**src/rtl/core/alr_pkg.sv**
```systemverilog
// ----------------------------------------------------------------------------
// alr_pkg: shared types and constants
// Widths, codes and divider handshake structs for the line rasterizer.
// ----------------------------------------------------------------------------
package alr_pkg;

    localparam int COORD_BITS = 13;             // output coordinate width
    localparam int IN_BITS    = 12;             // endpoint input width
    localparam int CFG_BITS   = 12;             // config register width
    localparam int CW         = IN_BITS + 2;    // internal coordinate width
    localparam int RW         = CW + 1;         // row width incl. minor carry
    localparam int FRAC       = 16;             // slope fraction bits
    localparam int SLOPE_W    = FRAC + 2;
    localparam int MP_W       = RW + FRAC;
    localparam int DVW        = CW - 1;         // divisor / remainder width
    localparam int QW         = FRAC + 1;       // max quotient bits
    localparam int CNT_W      = 5;
    localparam int CH_W       = 8;
    localparam int RGB_W      = 3 * CH_W;
    localparam int NUM_W      = CH_W + DVW;

    localparam logic [CFG_BITS-1:0] CENTER_X_RST = 12'd960;
    localparam logic [CFG_BITS-1:0] CENTER_Y_RST = 12'd540;

    localparam logic CFG_CENTER_X = 1'b0;
    localparam logic CFG_CENTER_Y = 1'b1;

    localparam logic OP_START = 1'b0;
    localparam logic OP_STEP  = 1'b1;

    typedef struct packed {
        logic             start;
        logic [DVW-1:0]   rem0;
        logic [QW-1:0]    low;
        logic [CNT_W-1:0] num;
        logic [DVW-1:0]   divisor;
    } t_div_req;

    typedef struct packed {
        logic          busy;
        logic          done;
        logic [QW-1:0] quot;
    } t_div_rsp;

endpackage

```
**src/rtl/core/alr_if.sv**
```systemverilog
// ----------------------------------------------------------------------------
// alr_in_if / alr_out_if: valid/ready channels
// Input command word and output column word of the line rasterizer.
// ----------------------------------------------------------------------------
interface alr_in_if;
    logic                               valid;
    logic                               ready;
    logic                               opcode;
    logic signed [alr_pkg::IN_BITS-1:0] x_start;
    logic signed [alr_pkg::IN_BITS-1:0] y_start;
    logic signed [alr_pkg::IN_BITS-1:0] x_finish;
    logic signed [alr_pkg::IN_BITS-1:0] y_finish;
    logic [alr_pkg::RGB_W-1:0]          rgb_start;
    logic [alr_pkg::RGB_W-1:0]          rgb_finish;

    modport source (output valid, opcode, x_start, y_start, x_finish, y_finish,
                    rgb_start, rgb_finish, input ready);
    modport sink   (input valid, opcode, x_start, y_start, x_finish, y_finish,
                    rgb_start, rgb_finish, output ready);
endinterface

interface alr_out_if;
    logic                                  valid;
    logic                                  ready;
    logic signed [alr_pkg::COORD_BITS-1:0] near_x;
    logic signed [alr_pkg::COORD_BITS-1:0] near_y;
    logic [alr_pkg::RGB_W-1:0]             near_rgb;
    logic signed [alr_pkg::COORD_BITS-1:0] far_x;
    logic signed [alr_pkg::COORD_BITS-1:0] far_y;
    logic [alr_pkg::RGB_W-1:0]             far_rgb;
    logic                                  last;

    modport source (output valid, near_x, near_y, near_rgb, far_x, far_y, far_rgb,
                    last, input ready);
    modport sink   (input valid, near_x, near_y, near_rgb, far_x, far_y, far_rgb,
                    last, output ready);
endinterface

```
**src/rtl/core/alr_div.sv**
```systemverilog
// ----------------------------------------------------------------------------
// alr_div: shared restoring divider
// One quotient bit per cycle; remainder preloaded, low dividend bits MSB first.
// ----------------------------------------------------------------------------
module alr_div (
    input  logic              i_clk,
    input  logic              i_rst_n,
    input  alr_pkg::t_div_req i_req,
    output alr_pkg::t_div_rsp o_rsp
);
    logic [alr_pkg::DVW-1:0]   r_rem;
    logic [alr_pkg::DVW-1:0]   r_div;
    logic [alr_pkg::QW-1:0]    r_low;
    logic [alr_pkg::QW-1:0]    r_q;
    logic [alr_pkg::CNT_W-1:0] r_cnt;
    logic                      r_busy;
    logic                      r_done;
    logic [alr_pkg::DVW:0]     s_trial;
    logic [alr_pkg::DVW:0]     s_diff;
    logic                      s_ge;

    assign s_trial = {r_rem, r_low[alr_pkg::QW-1]};
    assign s_ge    = s_trial >= {1'b0, r_div};
    assign s_diff  = s_trial - {1'b0, r_div};

    always_ff @(posedge i_clk) begin
        if (!i_rst_n) begin
            r_busy <= 1'b0;
            r_done <= 1'b0;
            r_cnt  <= '0;
        end else begin
            r_done <= 1'b0;
            if (i_req.start) begin
                r_rem  <= i_req.rem0;
                r_low  <= i_req.low;
                r_div  <= i_req.divisor;
                r_cnt  <= i_req.num;
                r_q    <= '0;
                r_busy <= 1'b1;
            end else if (r_busy) begin
                r_rem <= s_ge ? s_diff[alr_pkg::DVW-1:0] : s_trial[alr_pkg::DVW-1:0];
                r_low <= {r_low[alr_pkg::QW-2:0], 1'b0};
                r_q   <= {r_q[alr_pkg::QW-2:0], s_ge};
                r_cnt <= r_cnt - 1'b1;
                if (r_cnt == alr_pkg::CNT_W'(1)) begin
                    r_busy <= 1'b0;
                    r_done <= 1'b1;
                end
            end
        end
    end

    assign o_rsp.busy = r_busy;
    assign o_rsp.done = r_done;
    assign o_rsp.quot = r_q;

endmodule

```
**src/rtl/core/antialiased_line_rasterizer.sv**
```systemverilog
// ----------------------------------------------------------------------------
// antialiased_line_rasterizer: Wu antialiased line with colour gradient
// Sequencer around one shared restoring divider for slope and colour blend.
// ----------------------------------------------------------------------------
// One word is taken at a time; the input is not ready until the result word
// has been taken. A start word runs setup, the divider for the signed Q2.16
// slope, and the result (setup goes straight to the result for a span of
// zero). A step word for the second endpoint goes straight to its result. An
// interior column runs each of the three colour channels through a multiply
// state and the single divider in turn before the result, so that divider
// sets the rate. Steps while idle return nothing.

module antialiased_line_rasterizer (
    input  logic                         i_clk,
    input  logic                         i_rst_n,
    input  logic                         i_cfg_we,
    input  logic                         i_cfg_idx,
    input  logic [alr_pkg::CFG_BITS-1:0] i_cfg_wdata,
    alr_in_if.sink                       i_in,
    alr_out_if.source                    o_out
);
    typedef enum logic [5:0] {
        ST_IDLE  = 6'b000001,
        ST_PREP  = 6'b000010,
        ST_SLOPE = 6'b000100,
        ST_MUL   = 6'b001000,
        ST_DIV   = 6'b010000,
        ST_OUT   = 6'b100000
    } t_state;

    localparam int CW    = alr_pkg::CW;
    localparam int RW    = alr_pkg::RW;
    localparam int FRAC  = alr_pkg::FRAC;
    localparam int DVW   = alr_pkg::DVW;
    localparam int CH_W  = alr_pkg::CH_W;
    localparam int NUM_W = alr_pkg::NUM_W;
    localparam int MP_W  = alr_pkg::MP_W;
    localparam int SW    = alr_pkg::SLOPE_W;
    localparam int QW    = alr_pkg::QW;

    t_state                  r_state;
    logic [alr_pkg::CFG_BITS-1:0] r_cx, r_cy;
    logic                    r_active, r_pend, r_steep;
    logic [CW-1:0]           r_col_first, r_col_final, r_col_now;
    logic [CW-1:0]           r_row_first, r_row_final;
    logic [SW-1:0]           r_slope;
    logic [MP_W-1:0]         r_mp;
    logic [alr_pkg::RGB_W-1:0] r_ca, r_cb;
    logic [1:0]              r_ch;
    logic [CH_W-1:0]         r_f8;
    logic [CW-1:0]           r_o_col;
    logic [RW-1:0]           r_o_row;
    logic [alr_pkg::RGB_W-1:0] r_near, r_far;
    logic                    r_last;

    alr_pkg::t_div_req       s_req;
    alr_pkg::t_div_rsp       s_rsp;

    // start-word geometry
    logic [CW-1:0] s_ax, s_ay, s_bx, s_by, s_dx, s_dy, s_adx, s_ady;
    logic [CW-1:0] s_pa, s_qa, s_pb, s_qb;
    logic          s_steep, s_swap, s_accept;

    // slope setup
    logic [CW-1:0] s_ddx, s_ddy, s_addy;
    logic [SW-1:0] s_qs, s_slope;

    // blend
    logic [CW-1:0]    s_kw, s_skw;
    logic [CH_W-1:0]  s_cha, s_chb, s_q;
    logic [NUM_W-1:0] s_num;
    logic [CH_W:0]    s_wn;
    logic [15:0]      s_pn, s_pf;
    logic [RW-1:0]    s_row_p1;
    logic             s_last2, s_lasti;

    assign s_accept = i_in.valid & i_in.ready;

    always_comb begin
        s_ax  = {{2{i_in.x_start[alr_pkg::IN_BITS-1]}}, i_in.x_start} + {2'b00, r_cx};
        s_ay  = {{2{i_in.y_start[alr_pkg::IN_BITS-1]}}, i_in.y_start} + {2'b00, r_cy};
        s_bx  = {{2{i_in.x_finish[alr_pkg::IN_BITS-1]}}, i_in.x_finish} + {2'b00, r_cx};
        s_by  = {{2{i_in.y_finish[alr_pkg::IN_BITS-1]}}, i_in.y_finish} + {2'b00, r_cy};
        s_dx  = s_bx - s_ax;
        s_dy  = s_by - s_ay;
        s_adx = s_dx[CW-1] ? -s_dx : s_dx;
        s_ady = s_dy[CW-1] ? -s_dy : s_dy;
        s_steep = s_ady > s_adx;
        s_pa  = s_steep ? s_ay : s_ax;
        s_qa  = s_steep ? s_ax : s_ay;
        s_pb  = s_steep ? s_by : s_bx;
        s_qb  = s_steep ? s_bx : s_by;
        s_swap = $signed(s_pa) > $signed(s_pb);
    end

    always_comb begin
        s_ddx  = r_col_final - r_col_first;
        s_ddy  = r_row_final - r_row_first;
        s_addy = s_ddy[CW-1] ? -s_ddy : s_ddy;
        s_qs   = {1'b0, s_rsp.quot};
        s_slope = s_ddy[CW-1] ? -s_qs : s_qs;
    end

    always_comb begin
        s_kw  = r_col_now - r_col_first;
        s_skw = r_col_final - r_col_now;
        s_cha = r_ca[{r_ch, 3'b000} +: CH_W];
        s_chb = r_cb[{r_ch, 3'b000} +: CH_W];
        s_num = NUM_W'(s_cha) * NUM_W'(s_skw[DVW-1:0])
              + NUM_W'(s_chb) * NUM_W'(s_kw[DVW-1:0]);
        s_q   = s_rsp.quot[CH_W-1:0];
        s_wn  = 9'd256 - {1'b0, r_f8};
        s_pn  = {8'd0, s_q} * {7'd0, s_wn};
        s_pf  = {8'd0, s_q} * {8'd0, r_f8};
        s_last2 = $signed({r_col_first[CW-1], r_col_first}) + RW'(1)
                  >= $signed({r_col_final[CW-1], r_col_final});
        s_lasti = $signed({r_col_now[CW-1], r_col_now}) + RW'(1)
                  >= $signed({r_col_final[CW-1], r_col_final});
    end

    // divider request: slope in setup, one channel per multiply cycle
    always_comb begin
        s_req = '0;
        if (r_state == ST_PREP) begin
            s_req.start   = (s_ddx != '0);
            s_req.rem0    = {1'b0, s_addy[DVW-1:1]};
            s_req.low     = {s_addy[0], {FRAC{1'b0}}};
            s_req.num     = alr_pkg::CNT_W'(QW);
            s_req.divisor = s_ddx[DVW-1:0];
        end else if (r_state == ST_MUL) begin
            s_req.start   = 1'b1;
            s_req.rem0    = s_num[NUM_W-1:CH_W];
            s_req.low     = {s_num[CH_W-1:0], {(QW-CH_W){1'b0}}};
            s_req.num     = alr_pkg::CNT_W'(CH_W);
            s_req.divisor = s_ddx[DVW-1:0];
        end
    end

    alr_div u_div (
        .i_clk   (i_clk),
        .i_rst_n (i_rst_n),
        .i_req   (s_req),
        .o_rsp   (s_rsp)
    );

    always_ff @(posedge i_clk) begin
        if (!i_rst_n) begin
            r_state  <= ST_IDLE;
            r_cx     <= alr_pkg::CENTER_X_RST;
            r_cy     <= alr_pkg::CENTER_Y_RST;
            r_active <= 1'b0;
            r_pend   <= 1'b0;
            r_steep  <= 1'b0;
            r_ch     <= '0;
        end else begin
            if (i_cfg_we) begin
                case (i_cfg_idx)
                    alr_pkg::CFG_CENTER_X: r_cx <= i_cfg_wdata;
                    alr_pkg::CFG_CENTER_Y: r_cy <= i_cfg_wdata;
                    default: ;
                endcase
            end
            case (r_state)
                ST_IDLE: begin
                    if (s_accept && i_in.opcode == alr_pkg::OP_START) begin
                        r_steep     <= s_steep;
                        r_col_first <= s_swap ? s_pb : s_pa;
                        r_row_first <= s_swap ? s_qb : s_qa;
                        r_col_final <= s_swap ? s_pa : s_pb;
                        r_row_final <= s_swap ? s_qa : s_qb;
                        r_ca        <= s_swap ? i_in.rgb_finish : i_in.rgb_start;
                        r_cb        <= s_swap ? i_in.rgb_start : i_in.rgb_finish;
                        r_col_now   <= (s_swap ? s_pb : s_pa) + CW'(1);
                        r_active    <= 1'b1;
                        r_pend      <= 1'b1;
                        r_state     <= ST_PREP;
                    end else if (s_accept && r_active && r_pend) begin
                        r_pend  <= 1'b0;
                        r_active <= ~s_last2;
                        r_o_col <= r_col_final;
                        r_o_row <= {r_row_final[CW-1], r_row_final};
                        r_near  <= {1'b0, r_cb[23:17], 1'b0, r_cb[15:9], 1'b0, r_cb[7:1]};
                        r_far   <= '0;
                        r_last  <= s_last2;
                        r_state <= ST_OUT;
                    end else if (s_accept && r_active) begin
                        r_o_col <= r_col_now;
                        r_o_row <= r_mp[MP_W-1:FRAC];
                        r_f8    <= r_mp[FRAC-1:FRAC-CH_W];
                        r_last  <= s_lasti;
                        r_ch    <= 2'd2;
                        r_state <= ST_MUL;
                    end
                end
                ST_PREP: begin
                    r_o_col <= r_col_first;
                    r_o_row <= {r_row_first[CW-1], r_row_first};
                    r_near  <= {1'b0, r_ca[23:17], 1'b0, r_ca[15:9], 1'b0, r_ca[7:1]};
                    r_far   <= '0;
                    r_last  <= 1'b0;
                    if (s_ddx == '0) begin
                        // degenerate line: slope is exactly one
                        r_slope <= SW'(1) << FRAC;
                        r_mp    <= {r_row_first[CW-1], r_row_first, {FRAC{1'b0}}}
                                 + (MP_W'(1) << FRAC);
                        r_state <= ST_OUT;
                    end else begin
                        r_state <= ST_SLOPE;
                    end
                end
                ST_SLOPE: begin
                    if (s_rsp.done) begin
                        r_slope <= s_slope;
                        r_mp    <= {r_row_first[CW-1], r_row_first, {FRAC{1'b0}}}
                                 + {{(MP_W-SW){s_slope[SW-1]}}, s_slope};
                        r_state <= ST_OUT;
                    end
                end
                ST_MUL: begin
                    r_state <= ST_DIV;
                end
                ST_DIV: begin
                    if (s_rsp.done) begin
                        r_near[{r_ch, 3'b000} +: CH_W] <= s_pn[15:8];
                        r_far[{r_ch, 3'b000} +: CH_W]  <= s_pf[15:8];
                        if (r_ch == 2'd0) begin
                            r_mp      <= r_mp + {{(MP_W-SW){r_slope[SW-1]}}, r_slope};
                            r_col_now <= r_col_now + CW'(1);
                            if (r_last) begin
                                r_active <= 1'b0;
                            end
                            r_state <= ST_OUT;
                        end else begin
                            r_ch    <= r_ch - 2'd1;
                            r_state <= ST_MUL;
                        end
                    end
                end
                ST_OUT: begin
                    if (o_out.ready) begin
                        r_state <= ST_IDLE;
                    end
                end
                default: r_state <= ST_IDLE;
            endcase
        end
    end

    assign s_row_p1 = r_o_row + RW'(1);

    assign i_in.ready     = (r_state == ST_IDLE);
    assign o_out.valid    = (r_state == ST_OUT);
    assign o_out.near_x   = r_steep ? r_o_row[alr_pkg::COORD_BITS-1:0]
                                    : r_o_col[alr_pkg::COORD_BITS-1:0];
    assign o_out.near_y   = r_steep ? r_o_col[alr_pkg::COORD_BITS-1:0]
                                    : r_o_row[alr_pkg::COORD_BITS-1:0];
    assign o_out.far_x    = r_steep ? s_row_p1[alr_pkg::COORD_BITS-1:0]
                                    : r_o_col[alr_pkg::COORD_BITS-1:0];
    assign o_out.far_y    = r_steep ? r_o_col[alr_pkg::COORD_BITS-1:0]
                                    : s_row_p1[alr_pkg::COORD_BITS-1:0];
    assign o_out.near_rgb = r_near;
    assign o_out.far_rgb  = r_far;
    assign o_out.last     = r_last;

    a_div_owner: assert property (@(posedge i_clk) disable iff (!i_rst_n)
        s_rsp.done |-> (r_state == ST_SLOPE || r_state == ST_DIV))
        else $error("divider finished outside a waiting state");

    a_div_idle_start: assert property (@(posedge i_clk) disable iff (!i_rst_n)
        s_req.start |-> !s_rsp.busy)
        else $error("divider restarted while busy");

    a_start_arms: assert property (@(posedge i_clk) disable iff (!i_rst_n)
        (s_accept && i_in.opcode == alr_pkg::OP_START) |=> (r_active && r_pend))
        else $error("start word did not arm the line");

    a_chan_range: assert property (@(posedge i_clk) disable iff (!i_rst_n)
        r_ch != 2'd3)
        else $error("channel counter out of range");

    a_last_ends: assert property (@(posedge i_clk) disable iff (!i_rst_n)
        (o_out.valid && o_out.ready && o_out.last) |-> !r_active)
        else $error("last column left the line active");

endmodule

```
**src/flat_wrapper.sv**
```systemverilog
// flat-port wrapper written by rule: the top's interface ports become plain ports
module antialiased_line_rasterizer_flat 
  (i_clk, i_rst_n, i_cfg_we, i_cfg_idx, i_cfg_wdata, i_in_valid, i_in_opcode, i_in_x_start, i_in_y_start, i_in_x_finish, i_in_y_finish, i_in_rgb_start, i_in_rgb_finish, i_in_ready, o_out_valid, o_out_near_x, o_out_near_y, o_out_near_rgb, o_out_far_x, o_out_far_y, o_out_far_rgb, o_out_last, o_out_ready);
  alr_in_if i_in_i ();
  alr_out_if o_out_i ();
  input  logic i_clk;
  input  logic i_rst_n;
  input  logic i_cfg_we;
  input  logic i_cfg_idx;
  input  logic [alr_pkg::CFG_BITS-1:0] i_cfg_wdata;
  input wire logic [$bits(i_in_i.valid)-1:0] i_in_valid;
  input wire logic [$bits(i_in_i.opcode)-1:0] i_in_opcode;
  input wire logic [$bits(i_in_i.x_start)-1:0] i_in_x_start;
  input wire logic [$bits(i_in_i.y_start)-1:0] i_in_y_start;
  input wire logic [$bits(i_in_i.x_finish)-1:0] i_in_x_finish;
  input wire logic [$bits(i_in_i.y_finish)-1:0] i_in_y_finish;
  input wire logic [$bits(i_in_i.rgb_start)-1:0] i_in_rgb_start;
  input wire logic [$bits(i_in_i.rgb_finish)-1:0] i_in_rgb_finish;
  output wire logic [$bits(i_in_i.ready)-1:0] i_in_ready;
  output wire logic [$bits(o_out_i.valid)-1:0] o_out_valid;
  output wire logic [$bits(o_out_i.near_x)-1:0] o_out_near_x;
  output wire logic [$bits(o_out_i.near_y)-1:0] o_out_near_y;
  output wire logic [$bits(o_out_i.near_rgb)-1:0] o_out_near_rgb;
  output wire logic [$bits(o_out_i.far_x)-1:0] o_out_far_x;
  output wire logic [$bits(o_out_i.far_y)-1:0] o_out_far_y;
  output wire logic [$bits(o_out_i.far_rgb)-1:0] o_out_far_rgb;
  output wire logic [$bits(o_out_i.last)-1:0] o_out_last;
  input wire logic [$bits(o_out_i.ready)-1:0] o_out_ready;
  assign i_in_i.valid = i_in_valid;
  assign i_in_i.opcode = i_in_opcode;
  assign i_in_i.x_start = i_in_x_start;
  assign i_in_i.y_start = i_in_y_start;
  assign i_in_i.x_finish = i_in_x_finish;
  assign i_in_i.y_finish = i_in_y_finish;
  assign i_in_i.rgb_start = i_in_rgb_start;
  assign i_in_i.rgb_finish = i_in_rgb_finish;
  assign i_in_ready = i_in_i.ready;
  assign o_out_valid = o_out_i.valid;
  assign o_out_near_x = o_out_i.near_x;
  assign o_out_near_y = o_out_i.near_y;
  assign o_out_near_rgb = o_out_i.near_rgb;
  assign o_out_far_x = o_out_i.far_x;
  assign o_out_far_y = o_out_i.far_y;
  assign o_out_far_rgb = o_out_i.far_rgb;
  assign o_out_last = o_out_i.last;
  assign o_out_i.ready = o_out_ready;
  antialiased_line_rasterizer u_core (.i_clk(i_clk), .i_rst_n(i_rst_n), .i_cfg_we(i_cfg_we), .i_cfg_idx(i_cfg_idx), .i_cfg_wdata(i_cfg_wdata), .i_in(i_in_i), .o_out(o_out_i));
endmodule
```
**config.mk**
```make
export PLATFORM = sky130hd
export DESIGN_NAME = antialiased_line_rasterizer_flat
export DESIGN_NICKNAME = d
export VERILOG_FILES = /design/src/rtl/core/alr_pkg.sv /design/src/rtl/core/alr_if.sv /design/src/rtl/core/alr_div.sv /design/src/rtl/core/antialiased_line_rasterizer.sv /design/src/flat_wrapper.sv
export SDC_FILE = /design/constraint.sdc
export NUM_CORES = 2
export LEC_CHECK = 0
export ABC_AREA = 0
export ABC_CLOCK_PERIOD_IN_PS = 15100
export BUFFER_PORTS_ARGS = -buffer_cell sky130_fd_sc_hd__buf_2
export CAP_MARGIN = 40
export CORE_ASPECT_RATIO = 1.25
export CORE_MARGIN = 2
export CORE_UTILIZATION = 55
export CTS_BUF_LIST = sky130_fd_sc_hd__clkbuf_4 sky130_fd_sc_hd__clkbuf_8
export DETAILED_ROUTE_END_ITERATION = 8
export GPL_ROUTABILITY_DRIVEN = 0
export GPL_TIMING_DRIVEN = 0
export MAX_ROUTING_LAYER = met4
export PLACE_DENSITY = 0.81
export SLEW_MARGIN = 20
export SYNTH_ARGS = -nofsm -noshare
export SYNTH_HDL_FRONTEND = slang
export SYNTH_SLANG_ARGS = --single-unit
```
**constraint.sdc**
```tcl
create_clock -name i_clk -period 15.1 [get_ports i_clk]
set_input_delay 3.02 -clock i_clk [delete_from_list [all_inputs] [get_ports i_clk]]
set_output_delay 3.02 -clock i_clk [all_outputs]
set_load 0.03 [all_outputs]
```
==> out/qor.csv <==
metric;value;unit
fmax;0.0701;GHz
Seq. cell area;0.00982;sq mm
actual slew at the worst max-slew pin;990;ps
Skew-Pair Late Insertion Delay;690;ps
r2r setup slk;2890;ps
gr usage total;32.9;%
CTS clk-pin slew, worst paths;70;ps
H-tree depth;2;
I/O pins;218;
die width;237;microns
Setup Viol. Count Final;0;
critical path class;primary input to flip-flop;
remaining global-route overflow;0;
relative max-transition margin;33.1;%
post-route setup TNS;0;ps
Inserted Clock Buffers;56;
area of the multi-input gates;0.0254;sq mm
hold crit path type;flip-flop to flip-flop;
Core ar.;0.0671;sq mm
Synth Area in Simple Gates;16.1;%
R2R Path Start;u_core.r_cy[0]$_SDFFE_PN0P_;
ys flop type;edfxtp_1;
initial antenna violation count;1;
CP max-delay cell;a32oi_2;
post-DP HPWL;92800;microns
count of input and output buffers;217;
starting density of the core;55.8;%
Cells after Synth;4129;
Synthesized Nets;4874;
clk sinks;341;
Syn-to-layout area delta;10.8;%
WL per Instance;21.1;microns
Post-CTS Setup Bufs;0;
Hold Path Origin;u_core.r_mp[10]$_DFFE_PP_;
final wirelength;113000;microns
fin. max-slew vios;0;
Via-to-Cell Ratio;6.07;
Critical Path Max Stage Delay;680;ps
clock skew;30.4;ps
drt pass-1 iters;7;
Rows;106;
final worst path period need;14270;ps
Post-Synth Adder-Cell Area;26.3;%
Max-cap violations;0;
layout cells sized above 1;11.0;%
period utilization;94.5;%
DRC;0;
Final nets;5198;
via count;32500;
required time of the worst setup path;15510;ps
critical path launch point;i_in_x_finish[0];
Compound-Gate Fraction of Synth Area;12.7;%
syn avg cell area;9.07;sq um
status;complete, no violations;
RSZ-0062 raised after global routing;no;
remaining antenna violation count;0;
YS warnings;0;
Synth Cell Area;0.0374;sq mm
Setup crit end kind;flip-flop;
vias in the first global route;32200;
share of synthesized registers carrying an async set or reset;0;%
CTS tree;built;
Final Hold Fails;0;
xor/xnor share of the synthesized area;7.42;%
Yosys cell types;93;
cell mode on critical path;ha_1;
sequential share of the synthesized area;26.2;%
multiplexer share of the synthesized area;5.09;%
die area;0.0702;sq mm
global-route wire length before repair;174000;microns
CP Data Arrival Time;14680;ps
CP max FO;10;
filler instances;5472;
Post-synth EDFFs;299;
initial DRC count;3408;
FF+latch count, synth;341;
CTS root buf;clkbuf_8;
hold_buf cts;0;
clock tree buffer depth;3;
largest net degree at the start of global routing;26;
chip height;296;microns
CTS resizes;0;
main combinational cell family by area after synthesis;adder cells;
critical path startpoint category;primary input;
## layout by cell type, fill, tap and decap left out, types with 25 or more instances in the layout
master | Yosys | final
edfxtp_1 | 299 | 299
fa_1 | 254 | 254
mux2i_1 | 110 | 110
and3_1 | 31 | 31
nor3_1 | 58 | 57
o21bai_1 | 30 | 30
o21ai_0 | 180 | 179
buf_2 | 11 | 247
xnor2_1 | 209 | 209
nand2_1 | 452 | 452
mux2_2 | 67 | 67
nand3_1 | 55 | 55
dfxtp_1 | 42 | 42
o22ai_1 | 25 | 25
nor2_1 | 335 | 334
ha_1 | 376 | 376
clkbuf_1 | 121 | 121
nand2b_1 | 47 | 47
o21a_1 | 25 | 25
xor2_1 | 99 | 99
a21oi_1 | 275 | 272
inv_1 | 466 | 466
nor2b_1 | 81 | 81
clkbuf_8 | 0 | 65
a21o_1 | 55 | 55
and2_1 | 96 | 96
## metrics by stage
step / hold slack, ps / instances / area [sq um] / utilization [%] / setup WS, ps
global route: 472 / 5364 / 41500 / 61.8 / 344
detailed placement: 447 / 5257 / 40200 / 59.8 / 589
finish: 466 / 5366 / 41500 / 61.8 / 834
floorplan: 433 / 4129 / 37400 / - / 2580
CTS: 465 / 5362 / 41400 / 61.8 / 1230
global placement: 443 / 5210 / 39600 / 59.0 / 663
## kinds of logic (layout without fill, tap and decap cells)
kind of cell | after synthesis | after routing
AOI/OAI and AO/OA | 773 | 773
xor gates and xnor gates | 312 | 312
adders and majority gates | 636 | 636
buffers and inverters | 611 | 982
DFF | 341 | 341
muxes | 180 | 180
other | 0 | 2
and+or+nand+nor | 1276 | 1276
## final timing paths
| check | cells after the start | end |
|---|---|---|
| max | 49 | u_core.r_col_now[12]$_DFFE_PP_ |
| min | 0 | u_core.r_f8[2]$_DFFE_PP_ |
| min reg2reg | 0 | u_core.r_f8[2]$_DFFE_PP_ |
| max reg2reg | 47 | u_core.r_col_now[12]$_DFFE_PP_ |
## cell usage after synthesis, types with 8 or more instances
library cell | count | area share [%]
o211ai_1 | 17 | 0.34
mux2i_1 | 110 | 2.9
a31oi_1 | 24 | 0.40
nand2b_1 | 47 | 0.79
nor2_1 | 335 | 3.4
and3_1 | 31 | 0.52
xnor2_1 | 209 | 4.9
nor4_1 | 15 | 0.25
a21oi_1 | 275 | 3.7
and2_1 | 96 | 1.6
a21o_1 | 55 | 1.1
a211oi_1 | 20 | 0.40
nor3_1 | 58 | 0.78
inv_1 | 466 | 4.7
buf_2 | 11 | 0.15
a222oi_1 | 9 | 0.24
nand2_1 | 452 | 4.5
o21ai_0 | 180 | 2.4
a22oi_1 | 14 | 0.28
a21boi_0 | 16 | 0.32
ha_1 | 376 | 13
nand3b_1 | 18 | 0.36
nand4_1 | 19 | 0.32
o21a_1 | 25 | 0.50
or2_2 | 8 | 0.13
o41ai_1 | 9 | 0.21
o2111ai_1 | 8 | 0.19
edfxtp_1 | 299 | 24
o21bai_1 | 30 | 0.60
xor2_1 | 99 | 2.3
mux2_2 | 67 | 2.0
dfxtp_1 | 42 | 2.2
o22ai_1 | 25 | 0.42
nor2b_1 | 81 | 1.4
fa_1 | 254 | 14
nand3_1 | 55 | 0.74
a31o_2 | 8 | 0.19
clkbuf_1 | 121 | 1.2
or3_1 | 18 | 0.30
o31ai_1 | 16 | 0.32
## cell type report
cell class                 instances  area share, %
multi-input combinational       3177           61.2
sequential                       341           23.7
inverter                         468           4.24
timing repair buffer             266           3.83
tap                              864           2.61
clock buffer                      79           2.41
buffer                           143           1.38
clock inverter                    26          0.679
antenna                            2         0.0121
## flip-flops by register name (all words and copies together) (netlist names), 17 cells and up
signal and flops:
u_core.u_div.r_q 17, u_core.o_out.near_rgb 24, u_core.r_mp 29, u_core.r_slope 18, u_core.r_cb 24, u_core.r_ca 24
u_core.o_out.far_rgb 24
## metal layers
metal | wire length, microns | GRT usage [%] | share of wire (%)
met5 | 0 | - | 0
met4 | 8630 | 20.2 | 7.6
met3 | 10400 | 5.47 | 9.2
met2 | 52900 | 54.2 | 47
met1 | 41200 | 37.7 | 36
## worst max-delay path, delay by kind of cell
family          cells  cell delay (ps)
xor+xnor            4             1040
fa+ha+maj           6             1850
buf+inv            10             2280
mux                 2              620
simple gates       12             2150
compound gates     15             3700
Power is left out: the tool's default activity adds up to more than one toggle a clock period on the data nets, which glitch-free logic cannot reach.
